### src/design/wal_pkg.sv
// Shared types, constants and the microcode program for the journal tracker.
// No dependencies; imported by wal_seq, wal_dpath and write_ahead_log_tracker.

package wal_pkg;

	localparam int LOG_ENTRIES = 16;
	localparam int CNT_W = 5;
	localparam int IDX_W = (LOG_ENTRIES > 1) ? $clog2(LOG_ENTRIES) : 1;
	localparam int PC_W = 5;
	localparam int COND_W = 4;
	localparam int OP_W = 3;
	localparam int EM_W = 3;
	localparam int BLK_W = 32;
	localparam int LBLK_W = 11;
	localparam int MOB_W = 5;
	localparam int CIDX_W = 2;

	// commands
	localparam logic [1:0] CMD_BEGIN = 2'd0;
	localparam logic [1:0] CMD_WRITE = 2'd1;
	localparam logic [1:0] CMD_END = 2'd2;

	// config register indexes
	localparam logic [CIDX_W-1:0] REG_LOG_START = 2'd0;
	localparam logic [CIDX_W-1:0] REG_LOG_BLOCKS = 2'd1;
	localparam logic [CIDX_W-1:0] REG_MAX_OP = 2'd2;

	// status codes
	localparam logic [2:0] ST_OK = 3'd0;
	localparam logic [2:0] ST_WAIT = 3'd1;
	localparam logic [2:0] ST_FULL = 3'd2;
	localparam logic [2:0] ST_OUTSIDE = 3'd3;
	localparam logic [2:0] ST_NO_OPEN = 3'd4;

	// action codes
	localparam logic [1:0] ACT_NONE = 2'd0;
	localparam logic [1:0] ACT_COPY = 2'd1;
	localparam logic [1:0] ACT_HDR = 2'd2;

	// branch conditions
	localparam logic [COND_W-1:0] C_NONE = 4'd0;
	localparam logic [COND_W-1:0] C_BEGIN = 4'd1;
	localparam logic [COND_W-1:0] C_WRITE = 4'd2;
	localparam logic [COND_W-1:0] C_END = 4'd3;
	localparam logic [COND_W-1:0] C_REFUSE = 4'd4;
	localparam logic [COND_W-1:0] C_FULL = 4'd5;
	localparam logic [COND_W-1:0] C_NOOPEN = 4'd6;
	localparam logic [COND_W-1:0] C_COMMIT = 4'd7;
	localparam logic [COND_W-1:0] C_SCANDONE = 4'd8;
	localparam logic [COND_W-1:0] C_DRAINED = 4'd9;
	localparam logic [COND_W-1:0] C_HIT = 4'd10;

	// datapath operations
	localparam logic [OP_W-1:0] OP_NONE = 3'd0;
	localparam logic [OP_W-1:0] OP_OPEN_INC = 3'd1;
	localparam logic [OP_W-1:0] OP_OPEN_DEC = 3'd2;
	localparam logic [OP_W-1:0] OP_IDX_CLR = 3'd3;
	localparam logic [OP_W-1:0] OP_SCAN = 3'd4;
	localparam logic [OP_W-1:0] OP_APPEND = 3'd5;
	localparam logic [OP_W-1:0] OP_CNT_CLR = 3'd6;

	// result kinds
	localparam logic [EM_W-1:0] EM_NONE = 3'd0;
	localparam logic [EM_W-1:0] EM_REPLY = 3'd1;
	localparam logic [EM_W-1:0] EM_ABS = 3'd2;
	localparam logic [EM_W-1:0] EM_COPY_OUT = 3'd3;
	localparam logic [EM_W-1:0] EM_HDR_N = 3'd4;
	localparam logic [EM_W-1:0] EM_COPY_IN = 3'd5;
	localparam logic [EM_W-1:0] EM_HDR_0 = 3'd6;

	// program labels
	localparam logic [PC_W-1:0] PC_IDLE = 5'd0;
	localparam logic [PC_W-1:0] PC_DISPATCH = 5'd1;
	localparam logic [PC_W-1:0] PC_BEGIN = 5'd5;
	localparam logic [PC_W-1:0] PC_B_WAIT = 5'd7;
	localparam logic [PC_W-1:0] PC_WRITE = 5'd8;
	localparam logic [PC_W-1:0] PC_W_SEARCH = 5'd11;
	localparam logic [PC_W-1:0] PC_W_ABS = 5'd14;
	localparam logic [PC_W-1:0] PC_W_FULL = 5'd15;
	localparam logic [PC_W-1:0] PC_W_OUTSIDE = 5'd16;
	localparam logic [PC_W-1:0] PC_END = 5'd17;
	localparam logic [PC_W-1:0] PC_E_NOOPEN = 5'd20;
	localparam logic [PC_W-1:0] PC_COMMIT = 5'd21;
	localparam logic [PC_W-1:0] PC_C_OUT = 5'd22;
	localparam logic [PC_W-1:0] PC_C_IN = 5'd25;

	typedef struct packed {
		logic [COND_W-1:0] cond;
		logic              neg;
		logic [PC_W-1:0]   target;
		logic [OP_W-1:0]   op;
		logic [EM_W-1:0]   emit;
		logic [2:0]        status;
		logic              done;
	} uword_t;

	typedef struct packed {
		logic [OP_W-1:0] op;
		logic [EM_W-1:0] emit;
		logic [2:0]      status;
	} dp_ctrl_t;

	typedef struct packed {
		logic is_begin;
		logic is_write;
		logic is_end;
		logic refuse;
		logic full;
		logic no_open;
		logic commit;
		logic scan_done;
		logic drained;
		logic hit;
	} dp_flags_t;

	typedef struct packed {
		logic             valid;
		logic [2:0]       status;
		logic [1:0]       action;
		logic [BLK_W-1:0] src;
		logic [BLK_W-1:0] dst;
		logic [CNT_W-1:0] hcount;
		logic             absorbed;
		logic             last;
	} res_t;

	function automatic uword_t uw(input logic [COND_W-1:0] cond, input logic neg,
		input logic [PC_W-1:0] target, input logic [OP_W-1:0] op,
		input logic [EM_W-1:0] emit, input logic [2:0] status, input logic done);
		uword_t w;
		w.cond = cond;
		w.neg = neg;
		w.target = target;
		w.op = op;
		w.emit = emit;
		w.status = status;
		w.done = done;
		return w;
	endfunction

	// control store; step 0 is idle and does nothing
	function automatic uword_t ucode(input logic [PC_W-1:0] pc);
		uword_t w;
		w = '0;
		unique case (pc)
			5'd1: w = uw(C_BEGIN, 1'b0, PC_BEGIN, OP_NONE, EM_NONE, ST_OK, 1'b0);
			5'd2: w = uw(C_WRITE, 1'b0, PC_WRITE, OP_NONE, EM_NONE, ST_OK, 1'b0);
			5'd3: w = uw(C_END, 1'b0, PC_END, OP_NONE, EM_NONE, ST_OK, 1'b0);
			5'd4: w = uw(C_NONE, 1'b0, PC_IDLE, OP_NONE, EM_REPLY, ST_OK, 1'b1);
			// begin
			5'd5: w = uw(C_REFUSE, 1'b0, PC_B_WAIT, OP_NONE, EM_NONE, ST_OK, 1'b0);
			5'd6: w = uw(C_NONE, 1'b0, PC_IDLE, OP_OPEN_INC, EM_REPLY, ST_OK, 1'b1);
			5'd7: w = uw(C_NONE, 1'b0, PC_IDLE, OP_NONE, EM_REPLY, ST_WAIT, 1'b1);
			// block write
			5'd8: w = uw(C_FULL, 1'b0, PC_W_FULL, OP_NONE, EM_NONE, ST_OK, 1'b0);
			5'd9: w = uw(C_NOOPEN, 1'b0, PC_W_OUTSIDE, OP_NONE, EM_NONE, ST_OK, 1'b0);
			5'd10: w = uw(C_NONE, 1'b0, PC_IDLE, OP_IDX_CLR, EM_NONE, ST_OK, 1'b0);
			5'd11: w = uw(C_SCANDONE, 1'b1, PC_W_SEARCH, OP_SCAN, EM_NONE, ST_OK, 1'b0);
			5'd12: w = uw(C_HIT, 1'b0, PC_W_ABS, OP_NONE, EM_NONE, ST_OK, 1'b0);
			5'd13: w = uw(C_NONE, 1'b0, PC_IDLE, OP_APPEND, EM_REPLY, ST_OK, 1'b1);
			5'd14: w = uw(C_NONE, 1'b0, PC_IDLE, OP_NONE, EM_ABS, ST_OK, 1'b1);
			5'd15: w = uw(C_NONE, 1'b0, PC_IDLE, OP_NONE, EM_REPLY, ST_FULL, 1'b1);
			5'd16: w = uw(C_NONE, 1'b0, PC_IDLE, OP_NONE, EM_REPLY, ST_OUTSIDE, 1'b1);
			// end
			5'd17: w = uw(C_NOOPEN, 1'b0, PC_E_NOOPEN, OP_NONE, EM_NONE, ST_OK, 1'b0);
			5'd18: w = uw(C_COMMIT, 1'b0, PC_COMMIT, OP_OPEN_DEC, EM_NONE, ST_OK, 1'b0);
			5'd19: w = uw(C_NONE, 1'b0, PC_IDLE, OP_NONE, EM_REPLY, ST_OK, 1'b1);
			5'd20: w = uw(C_NONE, 1'b0, PC_IDLE, OP_NONE, EM_REPLY, ST_NO_OPEN, 1'b1);
			// commit run
			5'd21: w = uw(C_NONE, 1'b0, PC_IDLE, OP_IDX_CLR, EM_NONE, ST_OK, 1'b0);
			5'd22: w = uw(C_DRAINED, 1'b1, PC_C_OUT, OP_SCAN, EM_COPY_OUT, ST_OK, 1'b0);
			5'd23: w = uw(C_NONE, 1'b0, PC_IDLE, OP_NONE, EM_HDR_N, ST_OK, 1'b0);
			5'd24: w = uw(C_NONE, 1'b0, PC_IDLE, OP_IDX_CLR, EM_NONE, ST_OK, 1'b0);
			5'd25: w = uw(C_DRAINED, 1'b1, PC_C_IN, OP_SCAN, EM_COPY_IN, ST_OK, 1'b0);
			5'd26: w = uw(C_NONE, 1'b0, PC_IDLE, OP_CNT_CLR, EM_HDR_0, ST_OK, 1'b1);
			default: w = '0;
		endcase
		return w;
	endfunction

endpackage

### src/design/wal_seq.sv
// Microcode sequencer: step counter, control store lookup and branch select.
// Depends on wal_pkg for the control word layout and program.

module wal_seq import wal_pkg::*; (
	input  logic      clk,
	input  logic      arst_n,
	input  logic      accept,
	input  dp_flags_t flags,
	output dp_ctrl_t  ctrl,
	output logic      busy
);

	logic [PC_W-1:0] pc_q;
	logic [PC_W-1:0] pc_nxt;
	uword_t          word;
	logic            flag;

	always_comb begin
		word = ucode(pc_q);
		unique case (word.cond)
			C_BEGIN:    flag = flags.is_begin;
			C_WRITE:    flag = flags.is_write;
			C_END:      flag = flags.is_end;
			C_REFUSE:   flag = flags.refuse;
			C_FULL:     flag = flags.full;
			C_NOOPEN:   flag = flags.no_open;
			C_COMMIT:   flag = flags.commit;
			C_SCANDONE: flag = flags.scan_done;
			C_DRAINED:  flag = flags.drained;
			C_HIT:      flag = flags.hit;
			default:    flag = 1'b0;
		endcase

		if (pc_q == PC_IDLE) begin
			pc_nxt = accept ? PC_DISPATCH : PC_IDLE;
		end else if (word.done) begin
			pc_nxt = PC_IDLE;
		end else if ((word.cond != C_NONE) && (flag ^ word.neg)) begin
			pc_nxt = word.target;
		end else begin
			pc_nxt = pc_q + PC_W'(1);
		end
	end

	always_ff @(posedge clk or negedge arst_n) begin
		if (!arst_n) begin
			pc_q <= PC_IDLE;
		end else begin
			pc_q <= pc_nxt;
		end
	end

	assign ctrl.op = word.op;
	assign ctrl.emit = word.emit;
	assign ctrl.status = word.status;
	assign busy = (pc_q != PC_IDLE);

endmodule

### src/design/wal_dpath.sv
// Datapath: config registers, logged block table, counters, scan pipeline
// and result formation. Depends on wal_pkg.

module wal_dpath import wal_pkg::*; (
	input  logic              clk,
	input  logic              arst_n,
	input  logic              load,
	input  logic [1:0]        cmd,
	input  logic [BLK_W-1:0]  block_number,
	input  logic              cfg_we,
	input  logic [CIDX_W-1:0] cfg_index,
	input  logic [BLK_W-1:0]  cfg_data,
	input  dp_ctrl_t          ctrl,
	output dp_flags_t         flags,
	output res_t              res
);

	logic [BLK_W-1:0]  log_start_q;
	logic [LBLK_W-1:0] log_blocks_q;
	logic [MOB_W-1:0]  max_op_q;

	logic [BLK_W-1:0]  tbl [LOG_ENTRIES];
	logic [CNT_W-1:0]  cnt_q;
	logic [CNT_W-1:0]  open_q;
	logic [CNT_W-1:0]  idx_q;
	logic [CNT_W-1:0]  slot_q;
	logic              pv_q;
	logic              hit_q;
	logic [BLK_W-1:0]  rd_q;
	logic [1:0]        cmd_q;
	logic [BLK_W-1:0]  blk_q;

	logic [11:0]       need;
	logic              match_c;
	logic              in_range;
	logic [BLK_W-1:0]  slot_addr;

	always_ff @(posedge clk or negedge arst_n) begin
		if (!arst_n) begin
			log_start_q <= '0;
			log_blocks_q <= LBLK_W'(17);
			max_op_q <= MOB_W'(4);
		end else if (cfg_we) begin
			unique case (cfg_index)
				REG_LOG_START:  log_start_q <= cfg_data;
				REG_LOG_BLOCKS: log_blocks_q <= cfg_data[LBLK_W-1:0];
				REG_MAX_OP:     max_op_q <= cfg_data[MOB_W-1:0];
				default:        ;
			endcase
		end
	end

	always_ff @(posedge clk) begin
		if (load) begin
			cmd_q <= cmd;
			blk_q <= block_number;
		end
		if (ctrl.op == OP_APPEND) begin
			tbl[cnt_q[IDX_W-1:0]] <= blk_q;
		end
		if (ctrl.op == OP_SCAN) begin
			rd_q <= tbl[idx_q[IDX_W-1:0]];
			slot_q <= idx_q;
		end
	end

	assign in_range = (idx_q < cnt_q);
	assign match_c = pv_q && (rd_q == blk_q);

	always_ff @(posedge clk or negedge arst_n) begin
		if (!arst_n) begin
			cnt_q <= '0;
			open_q <= '0;
			idx_q <= '0;
			pv_q <= 1'b0;
			hit_q <= 1'b0;
		end else begin
			case (ctrl.op)
				OP_OPEN_INC: open_q <= open_q + CNT_W'(1);
				OP_OPEN_DEC: open_q <= open_q - CNT_W'(1);
				OP_APPEND:   cnt_q <= cnt_q + CNT_W'(1);
				OP_CNT_CLR:  cnt_q <= '0;
				OP_IDX_CLR: begin
					idx_q <= '0;
					pv_q <= 1'b0;
					hit_q <= 1'b0;
				end
				OP_SCAN: begin
					pv_q <= in_range;
					hit_q <= match_c;
					if (in_range) begin
						idx_q <= idx_q + CNT_W'(1);
					end
				end
				default: ;
			endcase
		end
	end

	// admission: entries + (open + 1) * worst case must fit
	assign need = 12'(cnt_q) + (12'(open_q) + 12'd1) * 12'(max_op_q);

	always_comb begin
		flags.is_begin = (cmd_q == CMD_BEGIN);
		flags.is_write = (cmd_q == CMD_WRITE);
		flags.is_end = (cmd_q == CMD_END);
		flags.refuse = (open_q == '1) || (need > 12'(LOG_ENTRIES));
		flags.full = (cnt_q >= CNT_W'(LOG_ENTRIES)) ||
			((12'(cnt_q) + 12'd1) >= 12'(log_blocks_q));
		flags.no_open = (open_q == '0);
		flags.commit = (open_q == CNT_W'(1)) && (cnt_q != '0);
		flags.drained = (idx_q == cnt_q) && !pv_q;
		flags.scan_done = match_c || flags.drained;
		flags.hit = hit_q;
	end

	assign slot_addr = log_start_q + BLK_W'(slot_q) + BLK_W'(1);

	always_comb begin
		res = '0;
		case (ctrl.emit)
			EM_REPLY: begin
				res.valid = 1'b1;
				res.status = ctrl.status;
				res.last = 1'b1;
			end
			EM_ABS: begin
				res.valid = 1'b1;
				res.absorbed = 1'b1;
				res.last = 1'b1;
			end
			EM_COPY_OUT: begin
				res.valid = pv_q;
				res.action = ACT_COPY;
				res.src = rd_q;
				res.dst = slot_addr;
			end
			EM_COPY_IN: begin
				res.valid = pv_q;
				res.action = ACT_COPY;
				res.src = slot_addr;
				res.dst = rd_q;
			end
			EM_HDR_N: begin
				res.valid = 1'b1;
				res.action = ACT_HDR;
				res.hcount = cnt_q;
			end
			EM_HDR_0: begin
				res.valid = 1'b1;
				res.action = ACT_HDR;
				res.last = 1'b1;
			end
			default: ;
		endcase
	end

endmodule

### src/design/write_ahead_log_tracker.sv
// Top level of the journal group-commit tracker: handshake, result register.
// Depends on wal_pkg, wal_seq and wal_dpath.
//
// Usage: raise start with cmd and block_number; the command is taken at a
// clock edge where start is high and busy is low. Results come out one per
// strobe cycle on status/action/source_block/dest_block/header_count/absorbed,
// with last marking the final result of the command; the receiver cannot
// stall, so every strobe must be consumed in its cycle.
// Per command: a write compares one table entry per cycle, and a commit
// reads one table entry per cycle, each pass emitting one copy per entry.
// The microcode step counter runs one step per cycle; busy drops when the
// last result is registered, so the next command can be accepted while
// that result is on the ports.
// Config writes (cfg_we, cfg_index, cfg_data) take effect at once; the user
// must make them while busy is low, which the block itself does not enforce.
// Reset clears the counters and config to defaults; the block table needs
// no clearing because only entries below the count are ever used.

module write_ahead_log_tracker import wal_pkg::*; (
	input  logic              clk,
	input  logic              arst_n,
	input  logic              start,
	output logic              busy,
	input  logic [1:0]        cmd,
	input  logic [BLK_W-1:0]  block_number,
	input  logic              cfg_we,
	input  logic [CIDX_W-1:0] cfg_index,
	input  logic [BLK_W-1:0]  cfg_data,
	output logic              strobe,
	output logic [2:0]        status,
	output logic [1:0]        action,
	output logic [BLK_W-1:0]  source_block,
	output logic [BLK_W-1:0]  dest_block,
	output logic [CNT_W-1:0]  header_count,
	output logic              absorbed,
	output logic              last
);

	logic      accept;
	dp_ctrl_t  ctrl;
	dp_flags_t flags;
	res_t      res;
	res_t      out_q;
	logic      strobe_q;

	assign accept = start && !busy;

	wal_seq u_seq (
		.clk    (clk),
		.arst_n (arst_n),
		.accept (accept),
		.flags  (flags),
		.ctrl   (ctrl),
		.busy   (busy)
	);

	wal_dpath u_dpath (
		.clk          (clk),
		.arst_n       (arst_n),
		.load         (accept),
		.cmd          (cmd),
		.block_number (block_number),
		.cfg_we       (cfg_we),
		.cfg_index    (cfg_index),
		.cfg_data     (cfg_data),
		.ctrl         (ctrl),
		.flags        (flags),
		.res          (res)
	);

	always_ff @(posedge clk or negedge arst_n) begin
		if (!arst_n) begin
			strobe_q <= 1'b0;
		end else begin
			strobe_q <= res.valid;
		end
	end

	always_ff @(posedge clk) begin
		out_q <= res;
	end

	assign strobe = strobe_q;
	assign status = out_q.status;
	assign action = out_q.action;
	assign source_block = out_q.src;
	assign dest_block = out_q.dst;
	assign header_count = out_q.hcount;
	assign absorbed = out_q.absorbed;
	assign last = out_q.last;

	// results only come from a command in progress
	a_strobe_busy: assert property (@(posedge clk) disable iff (!arst_n)
		strobe |-> $past(busy))
		else $error("result without a command in progress");

	// the final result of a run coincides with the sequencer going idle
	a_last_idle: assert property (@(posedge clk) disable iff (!arst_n)
		strobe && last |-> !busy)
		else $error("last result while sequencer still busy");

	a_accept_busy: assert property (@(posedge clk) disable iff (!arst_n)
		start && !busy |=> busy)
		else $error("accepted command did not start the sequencer");

	a_hdr_count: assert property (@(posedge clk) disable iff (!arst_n)
		strobe && (action == ACT_HDR) |-> header_count <= CNT_W'(LOG_ENTRIES))
		else $error("header count exceeds table size");

endmodule

### config.mk
export PLATFORM = sky130hd
export DESIGN_NAME = write_ahead_log_tracker
export DESIGN_NICKNAME = d
export VERILOG_FILES = /design/src/design/wal_pkg.sv /design/src/design/wal_seq.sv /design/src/design/wal_dpath.sv /design/src/design/write_ahead_log_tracker.sv
export SDC_FILE = /design/constraint.sdc
export NUM_CORES = 1
export LEC_CHECK = 0
export BUFFER_PORTS_ARGS = -buffer_cell sky130_fd_sc_hd__buf_2
export CAP_MARGIN = 20
export CORE_ASPECT_RATIO = 1.1
export CORE_MARGIN = 2
export CORE_UTILIZATION = 60
export CTS_BUF_LIST = sky130_fd_sc_hd__clkbuf_8
export CTS_CLUSTER_DIAMETER = 200
export CTS_CLUSTER_SIZE = 30
export DETAILED_ROUTE_END_ITERATION = 6
export HOLD_SLACK_MARGIN = 0.15
export PLACE_DENSITY = 0.79
export RECOVER_POWER = 25
export SYNTH_ARGS = -nofsm -noshare
export SYNTH_HDL_FRONTEND = slang
export SYNTH_HIERARCHICAL = 1
export SYNTH_SLANG_ARGS = --single-unit
### constraint.sdc
create_clock -name clk -period 12.25 [get_ports clk]
set_clock_uncertainty 0.1 [all_clocks]
set_input_delay 1.225 -clock clk [delete_from_list [all_inputs] [get_ports clk]]
set_output_delay 1.225 -clock clk [all_outputs]
set_load 0.02 [all_outputs]
==> results.toml <==
[power_and_ir_drop]
max-vdd-ir-drop_v = 0.000131
cellPowerDensity_nw_per_um2 = 145
cellLeakagePower_uw = 0.0110

[synthesis]
ys_warn_count = 6
post-synth-top-count-cell = "edfxtp_1"
synthTopCellsByArea = "edfxtp_1 58%, mux4_2 12%, dfrtp_1 5.6%"
synth_largest_area_cell = "edfxtp_1"
ys_seq_area_share_pct = 68.6
synthFlopType = "edfxtp_1"
synth_cells = 1764
netlist.area_leader.share_pct = 57.7
synthArstFlopShare_pct = 9.73
synth_nets = 1911
ys_types = 76
synth-seq-cells = 730
ys_top_cells_by_count = "583 x edfxtp_1, 160 x mux4_2, 130 x nand2_1"
syn_avg_cell_area_um2 = 17.2
synth_edf_count = 583
syn-cell-area_um2 = 30300

[clock_network]
insertion_delay_ns = 0.73
cts_resized = 0
cts_root_buf = "clkbuf_8"
cts.clk_slew.worst_paths_ns = 0.20
ctsHoldBuffers = 0
htree_levels = 1
clock_sinks = 730
cts_tree = "done"
cts_made_buffers = 28
post_cts_buffers = 0
clockBufferDepth = 3

[sta]
tightest_slew_ns = 1.40
setup_tns_ns = 0
final.min_clock_period_ns = 6.34
period_share_pct = 51.8
grt_setup_unrepaired = "no"
hold_violations = 0
setup_viol = 0
timing.final.ws_setup_ns = 5.91
drv_slew = 0
fmax_ghz = 0.158
slew_headroom_pct = 6.60

[setup_path]
crit_type = "reg -> reg"
crit_path_start = "u_dpath/open_q[0]"
slowest_delay_ns = 0.54
critPathCaptureType = "register"
cp.required_ns = 12.80
setup.worst_path.start_class = "register"
crit_buf_inv = 2
cpMaxStageDelayCell = "fa_1"
crit_path_max_fanout = 7
crit_arrival_ns = 6.90
crit_family = "adder cells"
worstPathCellList = "ha_1 > and3_1 > ha_1 > and2_1 > fa_1 > fa_1 > inv_1 > fa_1 > inv_1 > ha_1 > a21oi_1 > nor2b_1 > a311oi_1 > xnor2_1 > nor4_1 > nand4_1 > mux2_1 > a211oi_1 > o221ai_2 > mux2i_1 > a221o_1"
r2r_start = "u_dpath/open_q[0]"

[layout]
stdcell_count = 2581
antenna_cells = 0
n_fill_cell = 3379
drive_gt1_share_pct = 23.8
utilization_pct = 64.8
nNetsFinal = 2046
stdcell_area_um2 = 32400
areaGrowthSynthToFinish_pct = 6.88

[die]
rows = 86
core_um2 = 50000
io_pins = 150
initial_utilization_pct = 60.6
die_x_um = 218
dieArea_um2 = 52400
die_y_um = 240

[status]
outcome = "complete, no violations"

[global_route]
grt_max_degree = 72
globalRouteTotalUtil_pct = 25.7
grt_overflow_total = 0
grt_antenna_before_repair = 0
grt_pass1_wl_um = 99200
grt_pass1_vias = 16100

[route]
firstDrtPassIters = 6
dr_total_vias = 16400
drc_errors = 0
vias_per_cell = 6.35
wl_per_cell_um = 25.8
ant_nets = 0
drtIter0Drc = 2227
wl_um = 66700

[hold_path]
min_from = "u_dpath/log_blocks_q[10]"
hold_path_class = "reg -> reg"

[placement]
routabilityCongestion = 0.874
dpl_cell_area_um2 = 31900
dp_hpwl_um = 42100
place_ws_ns = 5.96
port_buffers = 149
placed_cells = 2528

[run]
max_cap_viol_count = 0
-- where the power goes --
group          internal, uW  switching (uW)
clock network           223             680
registers              2860             178
logic                   318             443
-- stage by stage --
step	hold slack [ns]	total power, uW
floorplan	0.348	3610
global placement	0.389	3820
detailed placement	0.399	3850
CTS	0.435	4720
global route	0.440	4920
finish	0.434	4700
-- final cells by class --
cell class	instances	area, um2	area share, %
clock buffers	28	385	1.19
repair buffers	188	1050	3.23
well taps	660	826	2.55
multi-input cells	899	9040	27.9
inverters	52	195	0.602
clock inverters	24	111	0.343
flip-flops and latches	730	20800	64.2
-- cells in the final DEF, fill, tap and decap left out, types with 6 or more instances in the layout --
| master | n |
|---|---|
| a211oi_1 | 9 |
| a21oi_1 | 29 |
| a22o_1 | 8 |
| and2_1 | 24 |
| and3_1 | 13 |
| buf_2 | 142 |
| buf_4 | 37 |
| clkbuf_1 | 6 |
| clkbuf_8 | 28 |
| dfrtp_1 | 65 |
| dfxtp_1 | 76 |
| edfxtp_1 | 583 |
| fa_1 | 18 |
| ha_1 | 57 |
| inv_1 | 74 |
| mux2_2 | 44 |
| mux2i_1 | 16 |
| mux4_2 | 160 |
| nand2_1 | 130 |
| nand2b_1 | 8 |
| nand3_1 | 12 |
| nand4_1 | 16 |
| nor2_1 | 45 |
| nor2_4 | 13 |
| nor2b_1 | 13 |
| nor3_1 | 10 |
| nor4_1 | 8 |
| o2111ai_1 | 7 |
| o211ai_1 | 8 |
| o21ai_0 | 54 |
| o21ai_1 | 39 |
| o22ai_1 | 6 |
| xnor2_1 | 44 |
| xor2_1 | 33 |
-- routing by layer --
metal	routed length [um]	vias to the layer above	track usage [%]
li1	-	7060	-
met1	25800	8369	35.9
met2	32900	826	42.9
met3	6250	126	3.95
met4	1780	0	6.80
met5	0	-	0
-- flip-flops by register name (all words and copies together), names as in the netlist, 11 cells and up --
signal	cells
dest_block	32
source_block	32
u_dpath/blk_q	32
u_dpath/log_blocks_q	11
u_dpath/log_start_q	32
u_dpath/rd_q	32
u_dpath/tbl	512
-- final timing paths --
check | slack (ns) | cells after the start | endpoint
setup / recovery | 5.91 | 21 | u_seq/pc_q[0]
hold / removal | 0.43 | 1 | u_dpath/log_blocks_q[10]
setup reg to reg | 5.91 | 21 | u_seq/pc_q[0]
hold reg to reg | 0.43 | 1 | u_dpath/log_blocks_q[10]
max in group asynchronous | 10.80 | 1 | u_dpath/idx_q[0]
min in group asynchronous | 0.48 | 1 | u_seq/pc_q[0]
-- cell families (layout without fill, tap and decap cells) --
family          count (synthesis)  after routing  synth area share [%]
flops                         730            730                  68.6
simple gates                  322            322                  5.19
mux                           223            223                  14.2
compound gates                201            201                  4.24
buf+inv                       135            292                  2.01
xor+xnor                       77             77                  2.22
fa+ha+maj                      76             76                  3.57
No activity file was read; power rests on OpenSTA's default activity.
